## src/rtl/erf_pkg.sv

```systemverilog
// Shared types and constants for the echo range spike filter.
// Holds the register indexes, reset values and the configuration struct.
// No dependencies.
`timescale 1ns / 1ps
`default_nettype none

package erf_pkg;

	localparam int PULSE_WIDTH_BITS_DEF = 13;

	localparam int DIST_W   = 12;
	localparam int REJ_W    = 10;
	localparam int CNT_W    = 6;
	localparam int CFG_IDX_W = 3;

	localparam int SCALE_MUL_W = 10;
	localparam logic [SCALE_MUL_W-1:0] SCALE_MUL = 10'd557;
	localparam int SCALE_SHIFT = 11;

	localparam logic [DIST_W-1:0] DIST_MAX = 12'd4095;
	localparam logic [REJ_W-1:0]  REJ_MAX  = 10'd1023;
	localparam logic [CNT_W-1:0]  STAB_MAX = 6'd63;

	localparam logic [CFG_IDX_W-1:0] REG_MIN_DISTANCE     = 3'd0;
	localparam logic [CFG_IDX_W-1:0] REG_MAX_DISTANCE     = 3'd1;
	localparam logic [CFG_IDX_W-1:0] REG_JUMP_LIMIT       = 3'd2;
	localparam logic [CFG_IDX_W-1:0] REG_STABLE_TOLERANCE = 3'd3;
	localparam logic [CFG_IDX_W-1:0] REG_STABLE_NEEDED    = 3'd4;
	localparam logic [CFG_IDX_W-1:0] REG_RETRY_LIMIT      = 3'd5;
	localparam logic [CFG_IDX_W-1:0] REG_WARMUP_SAMPLES   = 3'd6;

	localparam logic [DIST_W-1:0] RST_MIN_DISTANCE     = 12'd160;
	localparam logic [DIST_W-1:0] RST_MAX_DISTANCE     = 12'd1600;
	localparam logic [DIST_W-1:0] RST_JUMP_LIMIT       = 12'd320;
	localparam logic [DIST_W-1:0] RST_STABLE_TOLERANCE = 12'd80;
	localparam logic [CNT_W-1:0]  RST_STABLE_NEEDED    = 6'd30;
	localparam logic [REJ_W-1:0]  RST_RETRY_LIMIT      = 10'd999;
	localparam logic [CNT_W-1:0]  RST_WARMUP_SAMPLES   = 6'd50;
	localparam logic [DIST_W-1:0] RST_HELD_DISTANCE    = 12'd320;

	typedef struct packed {
		logic [DIST_W-1:0] min_distance;
		logic [DIST_W-1:0] max_distance;
		logic [DIST_W-1:0] jump_limit;
		logic [DIST_W-1:0] stable_tolerance;
		logic [CNT_W-1:0]  stable_needed;
		logic [REJ_W-1:0]  retry_limit;
		logic [CNT_W-1:0]  warmup_samples;
	} cfg_t;

endpackage

`default_nettype wire

```

## src/rtl/erf_conv.sv

```systemverilog
// Converts an echo pulse width in microseconds to a distance in 1/16 cm.
// Constant multiply, shift and saturation; flags a timeout on zero width.
// Depends on erf_pkg.
`timescale 1ns / 1ps
`default_nettype none

module erf_conv #(
	parameter int PULSE_WIDTH_BITS = erf_pkg::PULSE_WIDTH_BITS_DEF
) (
	input  wire logic [PULSE_WIDTH_BITS-1:0] pulse_width,
	output logic [erf_pkg::DIST_W-1:0]       cur,
	output logic                             timeout
);
	import erf_pkg::*;

	localparam int PROD_W = PULSE_WIDTH_BITS + SCALE_MUL_W;

	logic [PROD_W-1:0] prod;
	logic [PROD_W-1:0] shifted;

	always_comb begin
		prod    = PROD_W'(pulse_width) * PROD_W'(SCALE_MUL);
		shifted = prod >> SCALE_SHIFT;
		timeout = (pulse_width == '0);
		if (shifted > PROD_W'(DIST_MAX)) begin
			cur = DIST_MAX;
		end else begin
			cur = shifted[DIST_W-1:0];
		end
	end

endmodule

`default_nettype wire

```

## src/rtl/erf_track.sv

```systemverilog
// Filter state and accept or hold decision for one converted distance.
// Holds the held distance, the warm-up, reject and stable counters and the last outlier.
// Depends on erf_pkg.
`timescale 1ns / 1ps
`default_nettype none

module erf_track (
	input  wire logic                        clk,
	input  wire logic                        arst_n,
	input  wire erf_pkg::cfg_t               cfg,
	input  wire logic                        fire,
	input  wire logic [erf_pkg::DIST_W-1:0]  cur,
	input  wire logic                        timeout,
	output logic [erf_pkg::DIST_W-1:0]       distance,
	output logic                             held
);
	import erf_pkg::*;

	logic [DIST_W-1:0] held_distance_q;
	logic [REJ_W-1:0]  reject_count_q;
	logic [CNT_W-1:0]  warmup_count_q;
	logic [CNT_W-1:0]  stable_count_q;
	logic [DIST_W-1:0] last_outlier_q;

	logic              in_range;
	logic              warm;
	logic [DIST_W-1:0] diff_held;
	logic [DIST_W-1:0] diff_last;
	logic              outlier;
	logic [CNT_W-1:0]  stab_next;
	logic [REJ_W-1:0]  rej_next;
	logic              accept;

	always_comb begin
		in_range  = (cur >= cfg.min_distance) && (cur <= cfg.max_distance);
		warm      = (warmup_count_q < cfg.warmup_samples);
		diff_held = (cur > held_distance_q) ? cur - held_distance_q : held_distance_q - cur;
		diff_last = (cur > last_outlier_q) ? cur - last_outlier_q : last_outlier_q - cur;
		outlier   = !in_range || (diff_held > cfg.jump_limit);
		if (diff_last < cfg.stable_tolerance) begin
			stab_next = (stable_count_q == STAB_MAX) ? STAB_MAX : stable_count_q + 1'b1;
		end else begin
			stab_next = '0;
		end
		rej_next = (reject_count_q == REJ_MAX) ? REJ_MAX : reject_count_q + 1'b1;
		accept   = !outlier || !((rej_next < cfg.retry_limit) && (stab_next < cfg.stable_needed));

		if (timeout) begin
			distance = held_distance_q;
			held     = 1'b1;
		end else if (warm) begin
			distance = in_range ? cur : held_distance_q;
			held     = !in_range;
		end else begin
			distance = accept ? cur : held_distance_q;
			held     = !accept;
		end
	end

	always_ff @(posedge clk or negedge arst_n) begin
		if (!arst_n) begin
			held_distance_q <= RST_HELD_DISTANCE;
			reject_count_q  <= '0;
			warmup_count_q  <= '0;
			stable_count_q  <= '0;
			last_outlier_q  <= '0;
		end else if (fire && !timeout) begin
			if (warm) begin
				warmup_count_q <= warmup_count_q + 1'b1;
				if (in_range) begin
					held_distance_q <= cur;
				end
			end else begin
				if (outlier) begin
					last_outlier_q <= cur;
				end
				if (accept) begin
					held_distance_q <= cur;
					reject_count_q  <= '0;
					stable_count_q  <= '0;
				end else begin
					reject_count_q <= rej_next;
					stable_count_q <= stab_next;
				end
			end
		end
	end

endmodule

`default_nettype wire

```

## src/rtl/echo_range_spike_filter.sv

```systemverilog
// Top level of the echo range spike filter: input register, configuration
// registers and result register around erf_conv and erf_track.
// Depends on erf_pkg, erf_conv and erf_track.
//
// Usage:
// Each input transfer on in_valid/in_ready carries one echo pulse width in
// microseconds; zero marks a timeout. Every input gives exactly one result
// transfer on out_valid/out_ready with the filtered distance in 1/16 cm and
// the held flag. The width is converted and registered in the input register;
// the filter decision is made from that register into the result register,
// which offers it. While the receiver takes results, throughput is one item
// per cycle, bounded by the update of the held distance and counters as each
// result is registered. When the receiver stalls, the result register
// holds its item and one more item waits in the input register; in_ready
// drops only when both are full.
// Configuration writes on cfg_valid/cfg_ready are always taken, one per cycle,
// and are meant to happen while no item is in flight.
// Reset clears the pipeline, restores the register defaults and sets the held
// distance to 20 cm with all counters at zero.
`timescale 1ns / 1ps
`default_nettype none

module echo_range_spike_filter #(
	parameter int PULSE_WIDTH_BITS = erf_pkg::PULSE_WIDTH_BITS_DEF
) (
	input  wire logic                          clk,
	input  wire logic                          arst_n,
	input  wire logic                          in_valid,
	output logic                               in_ready,
	input  wire logic [PULSE_WIDTH_BITS-1:0]   pulse_width,
	output logic                               out_valid,
	input  wire logic                          out_ready,
	output logic [erf_pkg::DIST_W-1:0]         distance,
	output logic                               held,
	input  wire logic                          cfg_valid,
	output logic                               cfg_ready,
	input  wire logic [erf_pkg::CFG_IDX_W-1:0] cfg_index,
	input  wire logic [erf_pkg::DIST_W-1:0]    cfg_data
);
	import erf_pkg::*;

	cfg_t cfg_q;

	logic [DIST_W-1:0] conv_cur;
	logic              conv_timeout;

	logic              valid_s1;
	logic [DIST_W-1:0] cur_s1;
	logic              timeout_s1;

	logic              adv;
	logic [DIST_W-1:0] trk_distance;
	logic              trk_held;

	logic              out_valid_q;
	logic [DIST_W-1:0] distance_q;
	logic              held_q;

	assign cfg_ready = 1'b1;
	assign adv       = valid_s1 && (!out_valid_q || out_ready);
	assign in_ready  = !valid_s1 || adv;
	assign out_valid = out_valid_q;
	assign distance  = distance_q;
	assign held      = held_q;

	always_ff @(posedge clk or negedge arst_n) begin
		if (!arst_n) begin
			cfg_q.min_distance     <= RST_MIN_DISTANCE;
			cfg_q.max_distance     <= RST_MAX_DISTANCE;
			cfg_q.jump_limit       <= RST_JUMP_LIMIT;
			cfg_q.stable_tolerance <= RST_STABLE_TOLERANCE;
			cfg_q.stable_needed    <= RST_STABLE_NEEDED;
			cfg_q.retry_limit      <= RST_RETRY_LIMIT;
			cfg_q.warmup_samples   <= RST_WARMUP_SAMPLES;
		end else if (cfg_valid) begin
			unique case (cfg_index)
				REG_MIN_DISTANCE:     cfg_q.min_distance     <= cfg_data;
				REG_MAX_DISTANCE:     cfg_q.max_distance     <= cfg_data;
				REG_JUMP_LIMIT:       cfg_q.jump_limit       <= cfg_data;
				REG_STABLE_TOLERANCE: cfg_q.stable_tolerance <= cfg_data;
				REG_STABLE_NEEDED:    cfg_q.stable_needed    <= cfg_data[CNT_W-1:0];
				REG_RETRY_LIMIT:      cfg_q.retry_limit      <= cfg_data[REJ_W-1:0];
				REG_WARMUP_SAMPLES:   cfg_q.warmup_samples   <= cfg_data[CNT_W-1:0];
				default: begin
				end
			endcase
		end
	end

	erf_conv #(
		.PULSE_WIDTH_BITS(PULSE_WIDTH_BITS)
	) u_conv (
		.pulse_width(pulse_width),
		.cur        (conv_cur),
		.timeout    (conv_timeout)
	);

	always_ff @(posedge clk or negedge arst_n) begin
		if (!arst_n) begin
			valid_s1 <= 1'b0;
		end else if (in_ready) begin
			valid_s1 <= in_valid;
		end
	end

	always_ff @(posedge clk) begin
		if (in_valid && in_ready) begin
			cur_s1     <= conv_cur;
			timeout_s1 <= conv_timeout;
		end
	end

	erf_track u_track (
		.clk     (clk),
		.arst_n  (arst_n),
		.cfg     (cfg_q),
		.fire    (adv),
		.cur     (cur_s1),
		.timeout (timeout_s1),
		.distance(trk_distance),
		.held    (trk_held)
	);

	always_ff @(posedge clk or negedge arst_n) begin
		if (!arst_n) begin
			out_valid_q <= 1'b0;
		end else if (adv) begin
			out_valid_q <= 1'b1;
		end else if (out_ready) begin
			out_valid_q <= 1'b0;
		end
	end

	always_ff @(posedge clk) begin
		if (adv) begin
			distance_q <= trk_distance;
			held_q     <= trk_held;
		end
	end

endmodule

`default_nettype wire
```

## config.mk

```make
export PLATFORM = sky130hd
export DESIGN_NAME = echo_range_spike_filter
export DESIGN_NICKNAME = d
export VERILOG_FILES = /design/src/rtl/erf_pkg.sv /design/src/rtl/erf_conv.sv /design/src/rtl/erf_track.sv /design/src/rtl/echo_range_spike_filter.sv
export SDC_FILE = /design/constraint.sdc
export NUM_CORES = 1
export LEC_CHECK = 0
export BUFFER_PORTS_ARGS = -buffer_cell sky130_fd_sc_hd__buf_2
export CORE_MARGIN = 4
export CORE_UTILIZATION = 45
export DETAILED_ROUTE_END_ITERATION = 10
export PLACE_DENSITY = 0.73
export SLEW_MARGIN = 20
export SYNTH_ARGS = -nofsm -noshare
export SYNTH_HDL_FRONTEND = slang
export SYNTH_SLANG_ARGS = --single-unit
```

## constraint.sdc

```tcl
create_clock -name clk -period 18.7 [get_ports clk]
set_input_delay 1.87 -clock clk [delete_from_list [all_inputs] [get_ports clk]]
set_output_delay 1.87 -clock clk [all_outputs]
set_load 0.005 [all_outputs]
```

After elaboration in Yosys (flattened, before gate mapping)
Index checks and enable logic that the tools add are counted.
Word-level totals
  bits in registers: 144
  output and inout bits: 16
  input bits: 33
  word-level logic and storage cells: 88
Operators by class
  eq/ne operators: 8
  reduce and logical (&&, ||, !) cells: 29
  add/sub/neg operators: 7
  multiply operators: 1
  order comparisons: 10
  bitwise gates (word level): 1
  muxes and demuxes: 14
Operator list (number)
  2-to-1 mux 12 bit: 6
  subtractor 12 bit: 4
  > comparator 12 bit: 3
  multiplier 13 x 10 -> 23 bit, second input constant: 1
  2-to-1 mux 10 bit: 2
  2-to-1 mux 6 bit: 3
  AND reduction 2 bit: 9
  zero test 13 bit: 1
  adder 6 x 1 -> 6 bit, second input constant: 2
  greater-or-equal comparator 12 bit: 1
  > comparator 12 bit, second input constant: 1
  <= comparator 12 bit: 1
  less-than comparator 12 bit: 1
  less-than comparator 6 bit: 2
  adder 10 x 1 -> 10 bit, second input constant: 1
  equality test 10 bit, second input constant: 1
  less-than comparator 10 bit: 1
  equality test 3 bit, second input constant: 3
  zero test 1 bit: 7
  equality test 3 x 2 -> 1 bit, second input constant: 2
  equality test 6 bit, second input constant: 1
  logical AND 1 bit: 5
  logical OR 1 bit: 4
  equality test 3 x 1 -> 1 bit, second input constant: 1
  other kinds (5): 7

Logic depth before layout (Yosys ltp)
Gate-level depths: netlist (run 1).
  depth after elaboration: 11
  mapped depth: 29
  gate-level depth less buffers: 27

By module
From an unflattened synthesis (run 1), not the netlist that was laid out.
Unflattened totals
  cell total of the unflattened synthesis: 1136
  area total of the unflattened synthesis: 11942.7 µm²
By module, submodules not included
  erf_track: instances 1, area an instance 6053.3 µm², cells each 713
  echo_range_spike_filter: instances 1, area an instance 3703.6 µm², cells each 189
  erf_conv: instances 1, area an instance 2185.8 µm², cells each 234

Worst setup path after synthesis (run 1)
OpenSTA, ideal clock, no wires.
  path type: input -> register
  start point: input pulse_width[6]
  end point: register cur_s1[9], data pin
  setup slack: 12602 ps
  setup time: 258 ps
  data required time: 18442 ps
  stages: 17
  data arrival time: 5839 ps
  path through: inv_1 -> ha_1 -> ha_1 -> ha_1 -> inv_1 -> fa_1 -> inv_1 -> fa_1 -> ha_1 -> a21o_1 -> a2111o_1 -> o2111ai_2 -> a21oi_1 -> o31a_1 -> or2_1 -> a211oi_1 -> nor2_1
Between the ends
  longest elaborated chain between the ends: 2
RTL lines
  start: declaration: RTL line echo_range_spike_filter.sv:30  | input wire logic [PULSE_WIDTH_BITS-1:0] pulse_width,
  multiplier 13 x 10 -> 23 bit *: RTL line erf_conv.sv:22  | prod = PROD_W'(pulse_width) * PROD_W'(SCALE_MUL);
  > comparator 12 bit: RTL line erf_conv.sv:25  | if (shifted > PROD_W'(DIST_MAX)) begin
  end signal: assignment: RTL line echo_range_spike_filter.sv:108  | cur_s1 <= conv_cur;
  end: declaration: RTL line echo_range_spike_filter.sv:48  | logic [DIST_W-1:0] cur_s1;
Mark *: on every way between the ends. The rest lies on a longest branch, timed or not.
A chain may end at the register's enable or synchronous reset.

Final worst setup path (run 1)
  start point: register cur_s1[6]
  end point: register u_track.held_distance_q[11]
Between the ends
  longest elaborated chain between the ends: 10
  elaborated cells between the ends (all ways): 24
  those cells by class: 4 x add/sub; 7 x order compare; 6 x mux; 7 x reduce/logical
RTL lines
  subtractor 12 bit / > comparator 12 bit (equally long branches): RTL line erf_track.sv:38  | diff_last = (cur > last_outlier_q) ? cur - last_outlier_q : last_outlier_q - cur;
  2-to-1 mux 12 bit: RTL line erf_track.sv:38
  less-than comparator 12 bit: RTL line erf_track.sv:40  | if (diff_last < cfg.stable_tolerance) begin
  2-to-1 mux 6 bit: RTL line erf_track.sv:40
  less-than comparator 6 bit: RTL line erf_track.sv:46  | accept = !outlier || !((rej_next < cfg.retry_limit) && (stab_next < cfg.stable_needed));
  logical AND 1 bit: RTL line erf_track.sv:46
  zero test 1 bit: RTL line erf_track.sv:46
  logical OR 1 bit: RTL line erf_track.sv:46
  2-to-1 mux 12 bit
  2-to-1 mux 12 bit *
  end signal: assignment: RTL line erf_track.sv:71  | held_distance_q <= cur;
  end signal: assignment: RTL line erf_track.sv:78  | held_distance_q <= cur;
  end: declaration: RTL line erf_track.sv:19  | logic [DIST_W-1:0] held_distance_q;
Marks and branches as above.

==> key figures, run 1 <==
Detailed routing
  • Remaining antenna violation count: 0
  • Wire length per cell after detailed routing: 17.9 um
  • Detailed router's first-iteration violation count: 582
  • DRC violation count after routing: 0
  • Router iterations before antenna repair: 4
  • Total wirelength of the detailed-routed design: 28.6 mm
  • Vias per std cell: 5.72
  • Vias post-DR: 9146

Place
  • Port-buffer cells: 47
  • Estimated wirelength of the detail-placed design: 22.2 mm
  • Last weighted congestion value of the routability-driven placer: 0.931
  • Area of placed instances: 12600 um2
  • Post-placement setup slack: 11150 ps

Layout
  • Total of fill cells in the finished design: 2393
  • Final instance area: 13200 um2
  • Fraction of final layout cells with drive strength greater than 1: 14.5%
  • Syn-to-layout area delta: 9.07%
  • Count of nets after finishing: 1507
  • Antenna cells: 0

Clocking
  • Number of setup buffers added after CTS: 0
  • Clk sink count: 144
  • Root Driver: sky130_fd_sc_hd__clkbuf_16
  • Maximum clock insertion buffer count: 2
  • Worst-path clk slew: 70 ps
  • Number of H-tree levels: 4
  • Quantity of gates resized following cts: 0
  • Number of buffers inserted by hold repair at cts: 0
  • Clock buffer count from CTS: 17
  • Insertion delay to the later sink of the worst-skew pair: 430 ps
  • Clock tree from TritonCTS: done

Timing
  • Highest attainable clock frequency: 131 MHz
  • Final slew viol count: 0
  • Sum Neg Setup Slack: 0 ps
  • Normalized max-slew margin: 41.5%
  • Worst Max-Slew Pin Slew: 877 ps
  • Final worst path period share: 41.0%
  • Clock period minus worst slack: 7660 ps
  • Worst path setup slack after routing: 11040 ps
  • Worst clock skew: 9.86 ps
  • Fin. Hold Viols: 0
  • Final setup violation count: 0
  • Setup repair after global routing missed its margin: false

Logic synthesis
  • Post-Syn Area per Cell: 9.93 um2
  • Cell count after synthesis: 1220
  • Fraction of synthesized cell area taken by the top area cell type: 20.1%
  • Number of synthesized flops with an enable pin: 26
  • Top flip-flop cell by instance count after synthesis: sky130_fd_sc_hd__dfrtp_1
  • Count of different cell masters after synthesis: 89
  • Fraction of the yosys area taken by sequential cells: 31.1%
  • Post-synth design cell area: 12100 um2
  • Total of warnings raised by yosys: 0
  • Flop and latch count out of synthesis: 144
  • Net count after synthesis: 1476
  • Synth async-reset ratio: 81.9%
  • Cell taking the most area after synthesis: sky130_fd_sc_hd__ha_1
  • Cells taking the most area after synthesis: sky130_fd_sc_hd__ha_1 20%, sky130_fd_sc_hd__dfrtp_1 19%, sky130_fd_sc_hd__edfxtp_1 6.4%

Power and ir drop
  • Ratio of total power to cell area: 171 nW/um2
  • Share of power burned in the clock network: 16.1%
  • Power Internal: 1.23 mW
  • Net switching power figure: 1.04 mW
  • Leakage power figure: 6.30 nW
  • Switching power share of the total: 45.8%
  • Combinational group share of total power: 61.7%
  • Max IR drop VDD: 0.0999 mV
  • Sequential share of power: 22.2%

Global routing
  • Grt ovf: 0
  • Largest net degree at the start of global routing: 71
  • Wire length of the first global-routing pass: 47.2 mm
  • Total GRT Usage: 19.9%
  • Vias in the first global route: 9245
  • Initial antenna violation count: 0

Critical path
  • Worst endpoint data arrival time: 7970 ps
  • Critical path peak fanout: 13
  • Type of the worst setup path: flop to flop
  • Type of origin of the critical path: flop
  • Crit end category: flop
  • Required time worst endpoint: 19010 ps

Run status
  • Outcome: finished clean

Die
  • I/O pin total: 49
  • Count of standard-cell rows: 59
  • Total die area: 29600 um2
  • Starting density of the core: 46.1%
  • Y dimension of the die: 172 um
  • Core Region: 26300 um2
  • Width of the die: 172 um

Run
  • Number of maximum-capacitance constraint violations: 0

Worst hold path
  • Min-Delay Path Class: flop to flop
## power by group through the flow
stage          sequential [mW]  combinational (mW)  clock, mW
2_1_floorplan            0.482                1.08          0
4_1_cts                  0.503                1.39      0.368
3_3_place_gp             0.502                1.34          0
3_5_place_dp             0.507                1.38          0
6_report                 0.503                1.40      0.365
5_1_grt                  0.514                1.56      0.384
## cells in the mapped netlist (4+ instances only)
| cell | instances |
|---|---|
| sky130_fd_sc_hd__nand4_1 | 15 |
| sky130_fd_sc_hd__o31a_1 | 4 |
| sky130_fd_sc_hd__and3_1 | 7 |
| sky130_fd_sc_hd__a21oi_1 | 62 |
| sky130_fd_sc_hd__inv_1 | 166 |
| sky130_fd_sc_hd__o21bai_1 | 6 |
| sky130_fd_sc_hd__mux2i_1 | 30 |
| sky130_fd_sc_hd__dfstp_2 | 26 |
| sky130_fd_sc_hd__nor3_1 | 17 |
| sky130_fd_sc_hd__buf_4 | 4 |
| sky130_fd_sc_hd__fa_1 | 28 |
| sky130_fd_sc_hd__a221oi_1 | 4 |
| sky130_fd_sc_hd__ha_1 | 195 |
| sky130_fd_sc_hd__a22o_1 | 16 |
| sky130_fd_sc_hd__mux2_1 | 5 |
| sky130_fd_sc_hd__xnor2_1 | 20 |
| sky130_fd_sc_hd__a211oi_1 | 7 |
| sky130_fd_sc_hd__mux2_2 | 35 |
| sky130_fd_sc_hd__buf_2 | 11 |
| sky130_fd_sc_hd__o221ai_1 | 16 |
| sky130_fd_sc_hd__o21ai_0 | 58 |
| sky130_fd_sc_hd__buf_6 | 7 |
| sky130_fd_sc_hd__nand4b_1 | 5 |
| sky130_fd_sc_hd__a21o_1 | 33 |
| sky130_fd_sc_hd__nand3_1 | 19 |
| sky130_fd_sc_hd__a211o_1 | 6 |
| sky130_fd_sc_hd__edfxtp_1 | 26 |
| sky130_fd_sc_hd__clkbuf_1 | 17 |
| sky130_fd_sc_hd__o21ai_1 | 7 |
| sky130_fd_sc_hd__a31oi_1 | 6 |
| sky130_fd_sc_hd__nand2b_1 | 10 |
| sky130_fd_sc_hd__nor3b_1 | 4 |
| sky130_fd_sc_hd__nand2_1 | 90 |
| sky130_fd_sc_hd__nor2_1 | 33 |
| sky130_fd_sc_hd__xor2_1 | 14 |
| sky130_fd_sc_hd__nor2b_1 | 15 |
| sky130_fd_sc_hd__o21a_1 | 8 |
| sky130_fd_sc_hd__o311ai_1 | 13 |
| sky130_fd_sc_hd__dfrtp_1 | 92 |
| sky130_fd_sc_hd__o41a_1 | 11 |
## cell type report
| cell class | instances | area [um2] | share of cell area [%] |
|---|---|---|---|
| inverter | 166 | 623 | 4.72 |
| sequential | 144 | 3770 | 28.5 |
| timing repair buffer | 55 | 298 | 2.25 |
| tap | 335 | 419 | 3.17 |
| clock buffer | 18 | 450 | 3.41 |
| clock inverter | 14 | 184 | 1.39 |
| multi-input combinational | 867 | 7470 | 56.6 |
## worst max-delay path, stage by stage, from the launching register on
cell and delay [ps]:
sky130_fd_sc_hd__edfxtp_1 530, sky130_fd_sc_hd__inv_1 190, sky130_fd_sc_hd__ha_1 570, sky130_fd_sc_hd__nand4_2 200, sky130_fd_sc_hd__o221a_1 320, sky130_fd_sc_hd__o21ai_2 220, sky130_fd_sc_hd__nand2_4 170, sky130_fd_sc_hd__o31ai_1 370
sky130_fd_sc_hd__nand3_1 180, sky130_fd_sc_hd__o311ai_1 430, sky130_fd_sc_hd__ha_1 330, sky130_fd_sc_hd__nand4_1 100, sky130_fd_sc_hd__a211oi_1 50, sky130_fd_sc_hd__o311ai_1 590, sky130_fd_sc_hd__nand2_1 300, sky130_fd_sc_hd__nor3_1 390
sky130_fd_sc_hd__ha_1 320, sky130_fd_sc_hd__a21o_1 150, sky130_fd_sc_hd__a2111oi_0 400, sky130_fd_sc_hd__o211ai_1 220, sky130_fd_sc_hd__a41oi_2 610, sky130_fd_sc_hd__o22ai_2 460, sky130_fd_sc_hd__mux2_1 440
## cells by family after synthesis
kind of cell / count (synthesis) / share of synthesized area, %
AOI/OAI and AO/OA: 300 / 17.7
other: 1 / 0.0309
buffers and inverters: 209 / 7.39
xor gates and xnor gates: 34 / 2.46
adders and majority gates: 223 / 24.8
and+or+nand+nor: 237 / 10.1
muxes: 72 / 6.44
DFF: 144 / 31.1
## worst paths after layout
path | slack (ps) | cells after the start | start | to
worst max register to register | 11040 | 22 | cur_s1[6] | u_track.held_distance_q[11]
worst max-delay path | 11040 | 22 | cur_s1[6] | u_track.held_distance_q[11]
worst min-delay path | 480 | 1 | u_track.warmup_count_q[5] | u_track.warmup_count_q[5]
worst min register to register | 480 | 1 | u_track.warmup_count_q[5] | u_track.warmup_count_q[5]
max in group asynchronous | 15940 | 2 | arst_n | u_track.last_outlier_q[8]
min in group asynchronous | 1440 | 1 | arst_n | u_track.reject_count_q[2]
## routing by layer
| metal | track usage [%] | vias to the layer above | share of wire [%] |
|---|---|---|---|
| met1 | 26.5 | 4420 | 45 |
| met3 | 2.33 | 49 | 4.8 |
| li1 | - | 4426 | - |
| met4 | 6.66 | 0 | 2.6 |
| met5 | 0 | - | 0 |
| met2 | 33.8 | 251 | 48 |
## stage by stage
step | hold WS, ps | total power, mW | cells | util, %
after floorplan | 449 | 1.57 | 1220 | -
final | 476 | 2.26 | 1599 | 50.3
after global placement | 468 | 1.84 | 1567 | 47.9
after CTS | 481 | 2.26 | 1599 | 50.3
after detailed placement | 468 | 1.88 | 1567 | 47.9
after global routing | 502 | 2.46 | 1599 | 50.3
## flip-flops by register name (all words and copies together) (netlist names)
| register | cells |
|---|---|
| u_track.stable_count_q | 6 |
| u_track.warmup_count_q | 6 |
| cfg_q | 70 |
| u_track.last_outlier_q | 12 |
| u_track.held_distance_q | 12 |
| distance | 12 |
| timeout_s1 | 1 |
| held | 1 |
| valid_s1 | 1 |
| u_track.reject_count_q | 10 |
| out_valid | 1 |
| cur_s1 | 12 |
## cell usage in the layout (no fill, tap or decap), types with 18 or more instances in the layout
| cell type | count |
|---|---|
| sky130_fd_sc_hd__ha_1 | 195 |
| sky130_fd_sc_hd__inv_1 | 166 |
| sky130_fd_sc_hd__dfrtp_1 | 92 |
| sky130_fd_sc_hd__nand2_1 | 90 |
| sky130_fd_sc_hd__a21oi_1 | 62 |
| sky130_fd_sc_hd__o21ai_0 | 58 |
| sky130_fd_sc_hd__buf_2 | 46 |
| sky130_fd_sc_hd__mux2_2 | 35 |
| sky130_fd_sc_hd__nor2_1 | 33 |
| sky130_fd_sc_hd__a21o_1 | 33 |
| sky130_fd_sc_hd__mux2i_1 | 30 |
| sky130_fd_sc_hd__fa_1 | 28 |
| sky130_fd_sc_hd__dfstp_2 | 26 |
| sky130_fd_sc_hd__edfxtp_1 | 26 |
| sky130_fd_sc_hd__xnor2_1 | 20 |
| sky130_fd_sc_hd__nand3_1 | 19 |
| sky130_fd_sc_hd__clkbuf_16 | 18 |
Power figures use the tool's default switching activity.
==> run 2, diff against run 1 <==
==> constraint.sdc (replaced) <==
create_clock -name clk -period 7.9 [get_ports clk]
set_input_delay 0.79 -clock clk [delete_from_list [all_inputs] [get_ports clk]]
set_output_delay 0.79 -clock clk [all_outputs]
set_load 0.005 [all_outputs]
==> key figures, run 2 (synthesis results as in run 1) <==
Run status
  • Outcome: finished clean

Clocking
  • Insertion delay to the later sink of the worst-skew pair: 430 ps (about the same)
  • Quantity of gates resized following cts: 0 (unchanged)
  • Number of buffers inserted by hold repair at cts: 0 (unchanged)
  • Maximum clock insertion buffer count: 2 (unchanged)
  • Number of setup buffers added after CTS: 0 (unchanged)
  • Clock buffer count from CTS: 17 (unchanged)
  • Number of H-tree levels: 4 (unchanged)
  • Worst-path clk slew: 70 ps (about the same)
  • Clk sink count: 144 (unchanged)
  • Root Driver: sky130_fd_sc_hd__clkbuf_16
  • Clock tree from TritonCTS: done

Detailed routing
  • Vias per std cell: 5.68 (-0.67%)
  • DRC violation count after routing: 0 (unchanged)
  • Router iterations before antenna repair: 5 (+1)
  • Wire length per cell after detailed routing: 18.2 um (+1.5%)
  • Total wirelength of the detailed-routed design: 29.1 mm (+1.6%)
  • Detailed router's first-iteration violation count: 550 (-5.5%)
  • Vias post-DR: 9096 (-0.55%)
  • Remaining antenna violation count: 0 (unchanged)

Die
  • Starting density of the core: 46.1% (unchanged)
  • I/O pin total: 49 (unchanged)
  • Total die area: 29600 um2 (unchanged)
  • Y dimension of the die: 172 um (unchanged)
  • Count of standard-cell rows: 59 (unchanged)
  • Width of the die: 172 um (unchanged)
  • Core Region: 26300 um2 (unchanged)

Power and ir drop
  • Leakage power figure: 6.28 nW (-0.29%)
  • Max IR drop VDD: 0.223 mV (+120%)
  • Ratio of total power to cell area: 406 nW/um2 (+140%)

Global routing
  • Initial antenna violation count: 0 (unchanged)
  • Vias in the first global route: 9350 (+1.1%)
  • Grt ovf: 0 (unchanged)
  • Wire length of the first global-routing pass: 48.2 mm (+2.1%)
  • Total GRT Usage: 20.5% (+0.57 points)
  • Largest net degree at the start of global routing: 63 (-11%)

Critical path
  • Type of origin of the critical path: flop
  • End of the worst register-to-register path: u_track.held_distance_q[11]
  • Worst endpoint data arrival time: 7460 ps (-510 ps)
  • Critical R2R Launch: cur_s1[6]
  • Crit end category: flop
  • Critical path peak fanout: 13 (unchanged)
  • Required time worst endpoint: 8210 ps (-10800 ps)
  • Type of the worst setup path: flop to flop
  • Register-to-Register Path Depth: 24 (+9.1%)
  • Setup slack of the most critical reg-to-reg path: 750 ps (-10290 ps)

Layout
  • Number of flip-flops in the largest register: 70 (unchanged)
  • Total of fill cells in the finished design: 2380 (-0.54%)
  • Register containing the most flip-flops in the final layout: cfg_q
  • Fraction of final layout cells with drive strength greater than 1: 14.5% (+0.056 points)
  • Antenna cells: 0 (unchanged)
  • Count of nets after finishing: 1509 (+0.13%)
  • Final Util: 50.2% (-0.095 points)
  • Leading cell types in the layout, fill and taps excluded: 195 x sky130_fd_sc_hd__ha_1, 166 x sky130_fd_sc_hd__inv_1, 92 x sky130_fd_sc_hd__dfrtp_1
  • Most common library cell in the layout ignoring fill and taps: sky130_fd_sc_hd__ha_1
  • Syn-to-layout area delta: 8.86%

Timing
  • Worst Max-Slew Pin Slew: 1090 ps (+208 ps)
  • Final setup violation count: 0 (unchanged)
  • Worst clock skew: 11.0 ps (+1.16 ps)
  • Highest attainable clock frequency: 140 MHz (+7.1%)
  • Fin. Hold Viols: 0 (unchanged)
  • Final slew viol count: 0 (unchanged)
  • Normalized max-slew margin: 27.7% (-14 points)
  • Setup repair after global routing missed its margin: false
  • Sum Neg Setup Slack: 0 ps (unchanged)
  • Final worst path period share: 90.5% (+50 points)
  • Clock period minus worst slack: 7150 ps (-507 ps)

Run
  • Number of maximum-capacitance constraint violations: 0 (unchanged)

Place
  • Port-buffer cells: 47 (unchanged)
  • Estimated wirelength of the detail-placed design: 22.6 mm (+1.6%)
  • Last weighted congestion value of the routability-driven placer: 0.930 (-0.12%)

Worst hold path
  • Min-Delay Path Class: primary input to async pin
==> run 2: metal layers <==
metal  global-route usage, %  vias to the layer above  wire length (um)
met3                    3.29                       58              1260
met1                    27.6                     4387             13400
met4                    7.42                        0               904
li1                        -                     4427                 -
met2                    33.5                      224             13600
met5                       0                        -                 0
==> run 2: where the power goes <==
group          switching [mW]  total [mW]  leakage [nW]  internal, mW
sequential              0.161        1.18          1.63          1.02
combinational            1.96        3.35          4.37          1.39
clock                   0.345       0.825         0.283         0.480
==> run 2: final cells by class <==
class / count / area [um2] / area share (%)
clock buffer: 19 / 443 / 3.36
clock inverter: 13 / 151 / 1.15
inverter: 166 / 623 / 4.72
multi-input combinational: 867 / 7470 / 56.7
sequential: 144 / 3770 / 28.6
tap: 335 / 419 / 3.18
timing repair buffer: 57 / 313 / 2.37
==> run 2: worst max path at each step <==
stage	endpoint	from	slack, ps	depth (start not counted)
after floorplan	distance[10]	cur_s1[0]	1940	28
after global placement	u_track.held_distance_q[11]	cur_s1[6]	990	24
after detailed placement	u_track.held_distance_q[11]	cur_s1[6]	860	24
after CTS	u_track.held_distance_q[11]	cur_s1[6]	830	24
after global routing	u_track.held_distance_q[11]	cur_s1[6]	420	24
final	u_track.held_distance_q[11]	cur_s1[6]	750	24
==> run 2: per-stage QoR <==
stage          hold slack, ps  power [mW]  cell area (um2)  instances  worst slack, ps
2_1_floorplan             449        3.71            12100       1220             1940
6_report                  405        5.35            13200       1601              747
4_1_cts                   436        5.34            13200       1601              834
3_5_place_dp              471        4.49            12600       1569              865
5_1_grt                   460        5.84            13200       1601              418
3_3_place_gp              467        4.41            12600       1569              989
==> run 2: worst max-delay path: stages, from the launching register on <==
cell	delay, ps
sky130_fd_sc_hd__edfxtp_1	430
sky130_fd_sc_hd__inv_1	140
sky130_fd_sc_hd__ha_1	580
sky130_fd_sc_hd__nand4_2	190
sky130_fd_sc_hd__o221a_1	310
sky130_fd_sc_hd__o21ai_2	210
sky130_fd_sc_hd__nand2_4	170
sky130_fd_sc_hd__o31ai_1	340
sky130_fd_sc_hd__nand3_1	180
sky130_fd_sc_hd__o311ai_1	430
sky130_fd_sc_hd__ha_1	330
sky130_fd_sc_hd__nand4_1	100
sky130_fd_sc_hd__a211oi_1	60
sky130_fd_sc_hd__o311ai_1	630
sky130_fd_sc_hd__nand2_1	290
sky130_fd_sc_hd__a21oi_1	260
sky130_fd_sc_hd__ha_1	290
sky130_fd_sc_hd__a21o_1	170
sky130_fd_sc_hd__a21o_1	170
sky130_fd_sc_hd__a2111oi_0	390
sky130_fd_sc_hd__o211ai_1	210
sky130_fd_sc_hd__a41oi_2	190
sky130_fd_sc_hd__buf_4	230
sky130_fd_sc_hd__o22ai_2	300
sky130_fd_sc_hd__mux2_1	420
